File: src/rtl/id3_pkg.sv
// Shared types, constants and field helpers for the ID3v2 text-frame extractor.
package id3_pkg;

   typedef enum logic [2:0] {
      PH_HDR  = 3'd0,
      PH_EXT  = 3'd1,
      PH_FHDR = 3'd2,
      PH_SKIP = 3'd3,
      PH_DLI  = 3'd4,
      PH_ENC  = 3'd5,
      PH_TEXT = 3'd6,
      PH_DONE = 3'd7
   } phase_type;

   localparam logic [1:0] EV_PAYLOAD = 2'd0;
   localparam logic [1:0] EV_REJECT  = 2'd1;
   localparam logic [1:0] EV_TAG_END = 2'd2;

   localparam logic [2:0] KIND_NONE   = 3'd0;
   localparam logic [2:0] KIND_ARTIST = 3'd1;
   localparam logic [2:0] KIND_ALBUM  = 3'd2;
   localparam logic [2:0] KIND_TITLE  = 3'd3;
   localparam logic [2:0] KIND_TRACK  = 3'd4;

   localparam logic [23:0] TAG_MAGIC = 24'h494433;
   localparam logic [31:0] ID4_ARTIST = 32'h54504531;
   localparam logic [31:0] ID4_ALBUM  = 32'h54414C42;
   localparam logic [31:0] ID4_TITLE  = 32'h54495432;
   localparam logic [31:0] ID4_TRACK  = 32'h5452434B;
   localparam logic [23:0] ID3_ARTIST = 24'h545031;
   localparam logic [23:0] ID3_ALBUM  = 24'h54414C;
   localparam logic [23:0] ID3_TITLE  = 24'h545432;
   localparam logic [23:0] ID3_TRACK  = 24'h54524B;

   localparam logic [3:0] HDR_LEN    = 4'd10;
   localparam logic [3:0] FHDR_LEN22 = 4'd6;
   localparam logic [3:0] FHDR_LEN23 = 4'd10;
   localparam logic [3:0] EXT_LEN    = 4'd4;
   localparam logic [3:0] DLI_LEN    = 4'd4;

   function automatic logic [27:0] ss28(input logic [7:0] b0, input logic [7:0] b1,
                                        input logic [7:0] b2, input logic [7:0] b3);
      ss28 = {b0[6:0], b1[6:0], b2[6:0], b3[6:0]};
   endfunction

   function automatic logic [31:0] sat32(input logic [33:0] v);
      sat32 = (v[33:32] != 2'd0) ? 32'hFFFF_FFFF : v[31:0];
   endfunction

endpackage

File: src/rtl/id3v2_text_frame_extractor.sv
// Top level of the ID3v2 text-frame extractor: byte-wide tag parser with a result register.
//
//   channel | direction | tdata           | tuser                          | tlast
//   req     | in        | in_byte         | file_start                     | -
//   rsp     | out       | data_byte       | event, kind, encoding, first   | last_of_frame
//
// One byte beat is accepted every cycle while req_tready is high; its result beat, if any, appears in the next cycle.
// All parsing is one pass of logic between the state registers and the result register.
// A stalled result register holds req_tready low until its beat is taken.
// Reset clears the parser to expect a tag header and empties the result register.
module id3v2_text_frame_extractor (
   input  logic       clock,
   input  logic       reset,
   input  logic       req_tvalid,
   output logic       req_tready,
   input  logic [7:0] req_tdata,   // [7:0] in_byte
   input  logic       req_tuser,   // [0] file_start
   output logic       rsp_tvalid,
   input  logic       rsp_tready,
   output logic [7:0] rsp_tdata,   // [7:0] data_byte
   output logic [6:0] rsp_tuser,   // [1:0] event_res, [3:2] field_kind, [5:4] text_encoding,
                                   // [6] first_of_frame
   output logic       rsp_tlast    // last_of_frame
);
   import id3_pkg::*;

   phase_type   phase_ff, phase_in, ph_cur;
   logic [3:0]  idx_ff, idx_in, idx_cur;
   logic [7:0]  hdr_ff [10];
   logic [7:0]  hdr_in [10];
   logic [7:0]  hv [10];
   logic        hdr_we;
   logic [2:0]  major_ff, major_in;
   logic [27:0] tag_size_ff, tag_size_in;
   logic [31:0] consumed_ff, consumed_in;
   logic [31:0] remain_ff, remain_in, remain_dec;
   logic [2:0]  kind_ff, kind_in;
   logic [1:0]  enc_ff, enc_in;
   logic        unsync_ff, unsync_in;
   logic        prev_ff_ff, prev_ff_in;
   logic        first_ff, first_in;

   logic        req_fire;
   logic        emit;
   logic [1:0]  emit_ev;
   logic [1:0]  emit_kind;
   logic [1:0]  emit_enc;
   logic        emit_first;
   logic        emit_last;

   logic        rsp_valid_ff;
   logic [7:0]  rsp_data_ff;
   logic [6:0]  rsp_user_ff;
   logic        rsp_last_ff;

   logic [7:0]  b;
   logic [3:0]  hlen;
   logic        hdr_ok;
   logic [27:0] ext_ss;
   logic [31:0] ext_rem;
   logic [31:0] fr_size;
   logic [2:0]  fr_kind;
   logic        fr_zero;
   logic [33:0] ext_sum;
   logic [33:0] fr_sum;
   logic        tag_end;

   assign req_tready = !rsp_valid_ff || rsp_tready;
   assign req_fire   = req_tvalid && req_tready;
   assign b          = req_tdata;

   assign ph_cur  = req_tuser ? PH_HDR : phase_ff;
   assign idx_cur = req_tuser ? 4'd0 : idx_ff;

   always_comb begin
      for (int i = 0; i < 10; i++) begin
         hv[i] = (idx_cur == 4'(i)) ? b : hdr_ff[i];
      end
   end

   assign hlen = (major_ff == 3'd2) ? FHDR_LEN22 : FHDR_LEN23;

   assign hdr_ok = ({hv[0], hv[1], hv[2]} == TAG_MAGIC) && (hv[3] != 8'hFF) &&
                   (hv[4] != 8'hFF) && (hv[5][3:0] == 4'd0) && !hv[6][7] && !hv[7][7] &&
                   !hv[8][7] && !hv[9][7] && (hv[3] >= 8'd2) && (hv[3] <= 8'd4);

   assign ext_ss  = ss28(hv[0], hv[1], hv[2], hv[3]);
   assign ext_rem = (major_ff == 3'd3) ? {hv[0], hv[1], hv[2], hv[3]} :
                    (ext_ss >= 28'd4) ? {4'd0, ext_ss - 28'd4} : 32'd0;
   assign ext_sum = {2'd0, consumed_ff} + 34'd4 + {2'd0, ext_rem};

   always_comb begin
      fr_zero = 1'b1;
      for (int i = 0; i < 10; i++) begin
         if ((4'(i) < hlen) && (hv[i] != 8'd0)) begin
            fr_zero = 1'b0;
         end
      end
   end

   always_comb begin
      if (major_ff == 3'd2) begin
         fr_size = {8'd0, hv[3], hv[4], hv[5]};
         priority if ({hv[0], hv[1], hv[2]} == ID3_ARTIST) fr_kind = KIND_ARTIST;
         else if ({hv[0], hv[1], hv[2]} == ID3_ALBUM) fr_kind = KIND_ALBUM;
         else if ({hv[0], hv[1], hv[2]} == ID3_TITLE) fr_kind = KIND_TITLE;
         else if ({hv[0], hv[1], hv[2]} == ID3_TRACK) fr_kind = KIND_TRACK;
         else fr_kind = KIND_NONE;
      end else begin
         fr_size = (major_ff == 3'd4) ? {4'd0, ss28(hv[4], hv[5], hv[6], hv[7])} :
                                        {hv[4], hv[5], hv[6], hv[7]};
         priority if ({hv[0], hv[1], hv[2], hv[3]} == ID4_ARTIST) fr_kind = KIND_ARTIST;
         else if ({hv[0], hv[1], hv[2], hv[3]} == ID4_ALBUM) fr_kind = KIND_ALBUM;
         else if ({hv[0], hv[1], hv[2], hv[3]} == ID4_TITLE) fr_kind = KIND_TITLE;
         else if ({hv[0], hv[1], hv[2], hv[3]} == ID4_TRACK) fr_kind = KIND_TRACK;
         else fr_kind = KIND_NONE;
      end
   end

   assign fr_sum  = {2'd0, consumed_ff} + {30'd0, hlen} + {2'd0, fr_size};
   assign tag_end = ({1'b0, consumed_ff} + {29'd0, hlen}) >= {5'd0, tag_size_ff};
   assign remain_dec = remain_ff - 32'd1;

   always_comb begin
      phase_in    = ph_cur;
      idx_in      = idx_cur;
      hdr_we      = 1'b0;
      major_in    = major_ff;
      tag_size_in = tag_size_ff;
      consumed_in = consumed_ff;
      remain_in   = remain_ff;
      kind_in     = kind_ff;
      enc_in      = enc_ff;
      unsync_in   = unsync_ff;
      prev_ff_in  = prev_ff_ff;
      first_in    = first_ff;
      emit        = 1'b0;
      emit_ev     = EV_PAYLOAD;
      emit_kind   = 2'd0;
      emit_enc    = 2'd0;
      emit_first  = 1'b0;
      emit_last   = 1'b0;
      unique case (ph_cur)
         PH_HDR: begin
            hdr_we = 1'b1;
            idx_in = idx_cur + 4'd1;
            if (idx_cur == HDR_LEN - 4'd1) begin
               idx_in = 4'd0;
               if (!hdr_ok) begin
                  phase_in = PH_DONE;
                  emit     = 1'b1;
                  emit_ev  = EV_REJECT;
               end else begin
                  major_in    = hv[3][2:0];
                  tag_size_in = ss28(hv[6], hv[7], hv[8], hv[9]);
                  consumed_in = 32'd0;
                  phase_in    = (hv[3] >= 8'd3 && hv[5][6]) ? PH_EXT : PH_FHDR;
               end
            end
         end
         PH_EXT: begin
            hdr_we = 1'b1;
            idx_in = idx_cur + 4'd1;
            if (idx_cur == EXT_LEN - 4'd1) begin
               idx_in      = 4'd0;
               consumed_in = sat32(ext_sum);
               remain_in   = ext_rem;
               phase_in    = (ext_rem != 32'd0) ? PH_SKIP : PH_FHDR;
            end
         end
         PH_FHDR: begin
            if (idx_cur == 4'd0 && tag_end) begin
               phase_in = PH_DONE;
               emit     = 1'b1;
               emit_ev  = EV_TAG_END;
            end else begin
               hdr_we = 1'b1;
               idx_in = idx_cur + 4'd1;
               if (idx_cur == hlen - 4'd1) begin
                  idx_in = 4'd0;
                  if (fr_zero) begin
                     phase_in = PH_DONE;
                     emit     = 1'b1;
                     emit_ev  = EV_TAG_END;
                  end else begin
                     kind_in     = fr_kind;
                     unsync_in   = (major_ff == 3'd4) && hv[9][1];
                     consumed_in = sat32(fr_sum);
                     if (fr_size != 32'd0) begin
                        remain_in = fr_size;
                        priority if (fr_kind == KIND_NONE) phase_in = PH_SKIP;
                        else if (major_ff == 3'd4 && hv[9][0]) phase_in = PH_DLI;
                        else phase_in = PH_ENC;
                     end
                  end
               end
            end
         end
         PH_SKIP: begin
            remain_in = remain_dec;
            if (remain_dec == 32'd0) begin
               phase_in = PH_FHDR;
               idx_in   = 4'd0;
            end
         end
         PH_DLI: begin
            remain_in = remain_dec;
            idx_in    = idx_cur + 4'd1;
            if (remain_dec == 32'd0) begin
               phase_in = PH_FHDR;
               idx_in   = 4'd0;
            end else if (idx_cur + 4'd1 >= DLI_LEN) begin
               phase_in = PH_ENC;
               idx_in   = 4'd0;
            end
         end
         PH_ENC: begin
            remain_in = remain_dec;
            if (remain_dec == 32'd0) begin
               phase_in = PH_FHDR;
               idx_in   = 4'd0;
            end else if (b > 8'd3) begin
               phase_in = PH_SKIP;
            end else begin
               enc_in     = b[1:0];
               prev_ff_in = 1'b0;
               first_in   = 1'b1;
               phase_in   = PH_TEXT;
            end
         end
         PH_TEXT: begin
            remain_in = remain_dec;
            if (unsync_ff && prev_ff_ff && b == 8'd0 && remain_dec != 32'd0) begin
               prev_ff_in = 1'b0;
            end else begin
               emit       = 1'b1;
               emit_ev    = EV_PAYLOAD;
               emit_kind  = 2'(kind_ff - 3'd1);
               emit_enc   = enc_ff;
               emit_first = first_ff;
               emit_last  = (remain_dec == 32'd0);
               first_in   = 1'b0;
               prev_ff_in = (b == 8'hFF);
               if (remain_dec == 32'd0) begin
                  phase_in = PH_FHDR;
                  idx_in   = 4'd0;
               end
            end
         end
         PH_DONE: begin
         end
         default: begin
         end
      endcase
   end

   always_comb begin
      hdr_in = hdr_ff;
      if (hdr_we) begin
         hdr_in = hv;
      end
   end

   always_ff @(posedge clock) begin
      if (reset) begin
         phase_ff     <= PH_HDR;
         idx_ff       <= 4'd0;
         rsp_valid_ff <= 1'b0;
      end else begin
         if (req_fire) begin
            phase_ff <= phase_in;
            idx_ff   <= idx_in;
         end
         if (req_tready) begin
            rsp_valid_ff <= req_fire && emit;
         end
      end
   end

   always_ff @(posedge clock) begin
      if (req_fire) begin
         hdr_ff      <= hdr_in;
         major_ff    <= major_in;
         tag_size_ff <= tag_size_in;
         consumed_ff <= consumed_in;
         remain_ff   <= remain_in;
         kind_ff     <= kind_in;
         enc_ff      <= enc_in;
         unsync_ff   <= unsync_in;
         prev_ff_ff  <= prev_ff_in;
         first_ff    <= first_in;
      end
      if (req_fire && emit) begin
         rsp_data_ff <= (emit_ev == EV_PAYLOAD) ? b : 8'd0;
         rsp_user_ff <= {emit_first, emit_enc, emit_kind, emit_ev};
         rsp_last_ff <= emit_last;
      end
   end

   assign rsp_tvalid = rsp_valid_ff;
   assign rsp_tdata  = rsp_data_ff;
   assign rsp_tuser  = rsp_user_ff;
   assign rsp_tlast  = rsp_last_ff;

endmodule

File: config.mk
export PLATFORM = sky130hd
export DESIGN_NAME = id3v2_text_frame_extractor
export DESIGN_NICKNAME = d
export VERILOG_FILES = /design/src/rtl/id3_pkg.sv /design/src/rtl/id3v2_text_frame_extractor.sv
export SDC_FILE = /design/constraint.sdc
export NUM_CORES = 1
export LEC_CHECK = 0
export BUFFER_PORTS_ARGS = -buffer_cell sky130_fd_sc_hd__buf_4
export CAP_MARGIN = 30
export CELL_PAD_IN_SITES_DETAIL_PLACEMENT = 0
export CELL_PAD_IN_SITES_GLOBAL_PLACEMENT = 2
export CORE_AREA = 2 2 210 212
export CTS_CLUSTER_SIZE = 12
export DETAILED_ROUTE_END_ITERATION = 16
export DIE_AREA = 0 0 212 214
export PLACE_DENSITY = 0.83
export SYNTH_ARGS = -nofsm -noshare
export SYNTH_HDL_FRONTEND = slang
export SYNTH_SLANG_ARGS = --single-unit
File: constraint.sdc
create_clock -name clock -period 16.1 [get_ports clock]
set_input_delay 2.415 -clock clock [delete_from_list [all_inputs] [get_ports clock]]
set_output_delay 2.415 -clock clock [all_outputs]
set_load 0.01 [all_outputs]
Yosys cells after proc, flatten, opt, wreduce, memory -nomap -nowiden
Cells that the tools add are included.
W data, S select, Z words.
Storage, ports and cells
  register bits: 206
  bits of input ports: 13
  output and inout port bits: 18
  word-level logic and storage cells: 271
Operators by class
  $add $sub $neg: 10
  $lt $le $gt $ge: 17
  equality and inequality tests: 41
  multiplexer cells: 101
  bitwise logic cells: 5
  reduce and logical (&&, ||, !) cells: 71
Operator list (number)
  $mux W32: 16
  $pmux W32 S3: 2
  $eq A32 B31 Y1 const B: 4
  $eq A24 B23 Y1 const B: 5
  $reduce_bool A32 Y1: 3
  $mux W8: 10
  $reduce_bool A8 Y1: 10
  $mux W3: 24
  $add A33 B32 Y34: 2
  $add A32 B4 Y33: 2
  $mux W4: 10
  $add A32 B3 Y33 const B: 1
  $ge A33 B28 Y1: 1
  $logic_not A32 Y1: 1
  $sub A32 B1 Y32 const B: 1
  $ge A28 B3 Y1 const B: 1
  $logic_and A1 B1 Y1: 28
  $mux W28: 1
  $sub A28 B3 Y28 const B: 1
  $mux W1: 27
  $pmux W4 S6: 1
  $pmux W3 S7: 1
  $ne A2 B2 Y1 const B: 10
  $eq A4 B3 Y1 const B: 4
  other kinds (40): 79

Longest topological paths before layout
  depth in word-level cells: 20
  depth in mapped cells: 32
  depth with buffers taken out: 26

Worst setup path after synthesis
No wires, ideal clock.
  path type: reg2reg
  from: reg major_ff[2]
  to: reg hdr_ff[0] in the netlist's numbering (enable)
  library setup time: 545 ps
  data arrival time: 8279 ps
  required time: 15555 ps
  slack: 7276 ps
  stages on the path, launching flop included: 25
  path buffers: 2
  clock period less this slack: 8824 ps
  cells stage by stage: edfxtp_1 -> buf_2 -> nor2_4 -> nand2_2 -> clkinv_1 -> clkbuf_1 -> ha_1 -> a21o_1 -> a21oi_1 -> nor2_1 -> nand2_1 -> nor2_1 -> nand3_1 -> xnor2_1 -> ha_1 -> a21o_1 -> a21o_1 -> a211o_1 -> a211oi_1 -> o21ai_0 -> a211o_1 -> a31o_2 -> nand2_1 -> a21oi_1 -> a21oi_1
On the way
  longest elaborated chain between the ends: 8
RTL lines
  start, declared: RTL line id3v2_text_frame_extractor.sv:33  | logic [2:0] major_ff, major_in;
  start signal, assigned: RTL line id3v2_text_frame_extractor.sv:283  | major_ff <= major_in;
  $eq A3 B2 Y1: RTL line id3v2_text_frame_extractor.sv:81  | assign hlen = (major_ff == 3'd2) ? FHDR_LEN22 : FHDR_LEN23;
  $mux W4: RTL line id3v2_text_frame_extractor.sv:81
  $add A32 B4 Y33: RTL line id3v2_text_frame_extractor.sv:121  | assign tag_end = ({1'b0, consumed_ff} + {29'd0, hlen}) >= {5'd0, tag_size_ff};
  $ge A33 B28 Y1: RTL line id3v2_text_frame_extractor.sv:121
  $logic_and A1 B1 Y1: RTL line id3v2_text_frame_extractor.sv:172  | if (idx_cur == 4'd0 && tag_end) begin
  $mux W1: RTL line id3v2_text_frame_extractor.sv:172
  $pmux W1 S2: RTL line id3v2_text_frame_extractor.sv:143  | unique case (ph_cur)
  $reduce_and A2 Y1 (no source line)
  end signal, assigned: RTL line id3v2_text_frame_extractor.sv:282  | hdr_ff <= hdr_in;
  end, declared: RTL line id3v2_text_frame_extractor.sv:29  | logic [7:0] hdr_ff [10];
No other way between the ends.
A chain may end at the register's enable or synchronous reset.

Worst setup path after layout
  from: in req_tuser
  to: reg consumed_ff[29], data pin
On the way
  longest elaborated chain between the ends: 12
  elaborated cells between the ends (all ways): 38
  classes of those cells: 3 x add/sub; 1 x order compare; 9 x eq/ne; 21 x mux; 4 x reduce/logical
RTL lines
  start, declared: RTL line id3v2_text_frame_extractor.sv:17  | input logic req_tuser,
  branches (longest 11 deep; another with $add A33 B32 Y34)
  $pmux W32 S3 (*): RTL line id3v2_text_frame_extractor.sv:143
  via consumed_in[29]: RTL line id3v2_text_frame_extractor.sv:35  | logic [31:0] consumed_ff, consumed_in;
  end signal, assigned: RTL line id3v2_text_frame_extractor.sv:285  | consumed_ff <= consumed_in;
  end, declared: RTL line id3v2_text_frame_extractor.sv:35
Mark *: on every way through the listed nets, which the timed path passes. The select of a mux whose other input is x is not followed.

==> impl_results.md <==
- Status: finished, final reports clean
- DR iter-0 viols: 2287
- Final Hold Vio Count: 0
- Seq/Total Area, Yosys: 32.6%
- Number of I/O pins: 31
- Commonest non-fill, non-tap cell in the layout: edfxtp_1
- Die height: 214 um
- Detail Route Antenna Nets: 0
- Fillers: 4179
- Fin Clk Skew: 0.0130 ns
- CTS Hold Bufs: 0
- Worst skew pair latency: 0.57 ns
- Routed wire length: 80100 um
- Net Count, Synth: 2351
- Core area: 42900 sq um
- Final Slew Violations: 0
- FFs w/ async S/R, synth: 0%
- Crit start category: input pin
- Cell count after synthesis: 2172
- Setup TNS: 0 ns
- CP Capture Type: flip-flop
- Largest net degree at the start of global routing: 57
- Crit-path max FO: 29
- RSZ-0062 raised after global routing: false
- CTS tree: yes
- CP max stage cell: a21oi_1
- Post-synth EDFFs: 198
- LEAKAGE: 8.02 nW
- WP data required: 16.39 ns
- Clk pin slew, worst setup/hold paths: 0.06 ns
- Die area: 45400 sq um
- Die Width: 212 um
- Max IR drop VDD: 67.0 uV
- Avg Cell Area, Syn: 8.63 sq um
- Worst-case reg-to-reg path depth: 23
- CTS Root Cell: clkbuf_16
- Slew @ Worst Pin: 1.07 ns
- Worst EP arrival: 10.28 ns
- Commonest non-fill, non-tap cells in the layout: 198 x edfxtp_1, 187 x nand2_1, 176 x o21ai_0
- Nets@finish: 2365
- Worst hold stages: 1
- DRC Markers: 0
- Crit-path cells: buf_4, nor3b_2, nand2_1, a21oi_1, ha_1, o211ai_1, a22oi_1, nand4_1, or2_1, nand2_1, o22ai_1, ha_1, ha_1, a211oi_1, o211ai_1, a221oi_1, a21oi_1, a211oi_1, o21a_1, o31ai_1, a211oi_1, mux2_2, nor4b_1, o21ai_0
- Syn Std Cell Area: 18700 sq um
- Max Cap Violations: 0
- Rel. slew slack: 28.6%
- WS Path Type: in -> reg
- Reg area: 6110 sq um
- Yosys reg bits: 206
- Fmax: 100 MHz
- Initial antenna violation count: 4
- TritonCTS buffer count: 26
- Port Buf Inserts: 30
- Vias in the first global route: 17500
- Max Buffers Root-to-Sink: 3
- WL per Instance: 28.6 um
- Crit path largest cell delay: 0.65 ns
- Worst hold slack: 0.519 ns
- Min Tclk post-route: 9.99 ns
- Top FF cell, synth: edfxtp_1
- Yosys warns: 0
- Gr ovfl total: 0
- Gpl congestion: 1.01
- Clk sink count: 206
- Via density: 6.53
- Gr usage total: 34.8%
- Global-route wire length before repair: 117000 um
- Final setup viols: 0
- Initial core utilization: 43.7%
- Via count: 18300
- Synth unique cells: 100
- DP HPWL: 61400 um
- Synthesis-to-finish area growth: 10.5%
- Rows: 76
- Pwr/cell area: 79.3 nW/um^2
- Layout cell share with drive strength beyond 1: 9.66%
- Post-CTS Setup Bufs: 0
- Multi-input gate area: 11700 sq um
- Htree depth: 1
- Cts repair resizes: 0
- Worst hold path class: reg -> reg
- Final period utilization: 62.0%
- TritonRoute pass-1 iters: 6
-- through the flow --
step           setup WS [ns]  power [mW]  util, %  std cells  instance area (sq um)
6_report                6.11        1.64     48.3       2797                  20700
4_1_cts                 6.29        1.64     48.1       2789                  20600
3_3_place_gp            5.94        1.03     46.0       2738                  19700
5_1_grt                 5.55        1.69     48.2       2791                  20700
2_1_floorplan           7.28       0.886        -       2172                  18700
3_5_place_dp            5.71        1.02     46.1       2741                  19800
-- state kept, by name, summed over array words and instances, names as in the netlist --
| signal | count |
|---|---|
| hdr_ff | 80 |
| consumed_ff | 32 |
| remain_ff | 32 |
| tag_size_ff | 28 |
| rsp_tdata | 8 |
| rsp_tuser | 7 |
| idx_ff | 4 |
| major_ff | 3 |
| phase_ff | 3 |
| enc_ff | 2 |
| kind_ff | 2 |
| first_ff | 1 |
| prev_ff_ff | 1 |
| rsp_tlast | 1 |
| rsp_tvalid | 1 |
| unsync_ff | 1 |
-- Yosys cell counts (all sizes together) (9+ instances only) --
cell | number | share of area, %
nor2b | 19 | 0.63
nor4b | 11 | 0.55
clkbuf | 78 | 1.6
buf | 26 | 0.69
a221o | 14 | 0.75
a21o | 42 | 1.7
and3 | 10 | 0.33
o21ai | 184 | 5.0
nor3b | 10 | 0.45
o22ai | 25 | 0.83
a22oi | 16 | 0.64
nor3 | 72 | 2.0
nand4 | 51 | 1.7
ha | 161 | 11
nand2 | 189 | 3.8
nand3b | 10 | 0.42
inv | 137 | 2.7
or4 | 13 | 0.52
o211ai | 15 | 0.60
a21oi | 140 | 3.8
or2 | 12 | 0.40
o31ai | 10 | 0.40
nand2b | 15 | 0.50
edfxtp | 198 | 32
nor2 | 179 | 3.7
a211oi | 26 | 1.0
xnor2 | 88 | 4.1
o21a | 11 | 0.44
a31oi | 27 | 0.90
nand3 | 53 | 1.4
nor4 | 37 | 1.3
a221oi | 19 | 0.95
and2 | 19 | 0.63
mux2i | 9 | 0.48
mux2 | 25 | 1.5
o21bai | 11 | 0.44
o221ai | 26 | 1.2
xor2 | 39 | 1.8
or3 | 16 | 0.53
-- per-layer routing --
metal / vias up / routed length (um) / global-route usage (%) / share of wire (%)
li1: 8261 / - / - / -
met1: 8786 / 32200 / 45.5 / 40
met2: 999 / 36500 / 55.7 / 46
met3: 220 / 7010 / 6.04 / 8.8
met4: 2 / 4280 / 16.8 / 5.3
met5: - / 13 / 0 / 0.016
-- worst paths after layout --
kind / startpoint / slack, ns / end
setup / recovery: req_tuser / 6.11 / consumed_ff[29]$_DFFE_PP_
hold reg to reg: enc_ff[1]$_DFFE_PP_ / 0.52 / rsp_tuser[5]$_SDFFCE_PN0P_
setup reg to reg: idx_ff[1]$_SDFFE_PP0P_ / 7.31 / consumed_ff[29]$_DFFE_PP_
hold / removal: enc_ff[1]$_DFFE_PP_ / 0.52 / rsp_tuser[5]$_SDFFCE_PN0P_
-- final cells by class --
cell class              count  share of cell area, %
clock buffers              31                   3.23
diodes                      6                 0.0725
well taps                 585                   3.54
flip-flops and latches    206                   29.5
repair buffers             90                   3.42
multi-input cells        1721                   56.7
clock inverters            17                  0.973
inverters                 141                   2.56
-- cell families after synthesis --
logic type / count (synthesis) / share of synthesized area (%)
adder cells (fa/ha/maj): 166 / 11.3
XOR/XNOR: 127 / 5.94
AND/OR/NAND/NOR: 745 / 20.4
multiplexers: 34 / 2.00
buffers and inverters: 245 / 5.08
flip-flops: 206 / 32.6
AO/OA/AOI/OAI: 649 / 22.7
-- power breakdown --
group,internal [mW],switching [mW],total (mW),leakage (nW)
Sequential,0.620,0.0279,0.648,1.92
Clock,0.361,0.253,0.614,0.424
Combinational,0.125,0.254,0.379,5.68
-- worst max-delay path: cells and delay by family --
| kind | cells | cell delay [ns] |
|---|---|---|
| AO/OA/AOI/OAI | 13 | 3.85 |
| multiplexers | 1 | 0.60 |
| buffers and inverters | 1 | 0.21 |
| AND/OR/NAND/NOR | 6 | 2.11 |
| adder cells (fa/ha/maj) | 3 | 1.08 |
(Power assumes the default switching activity.)
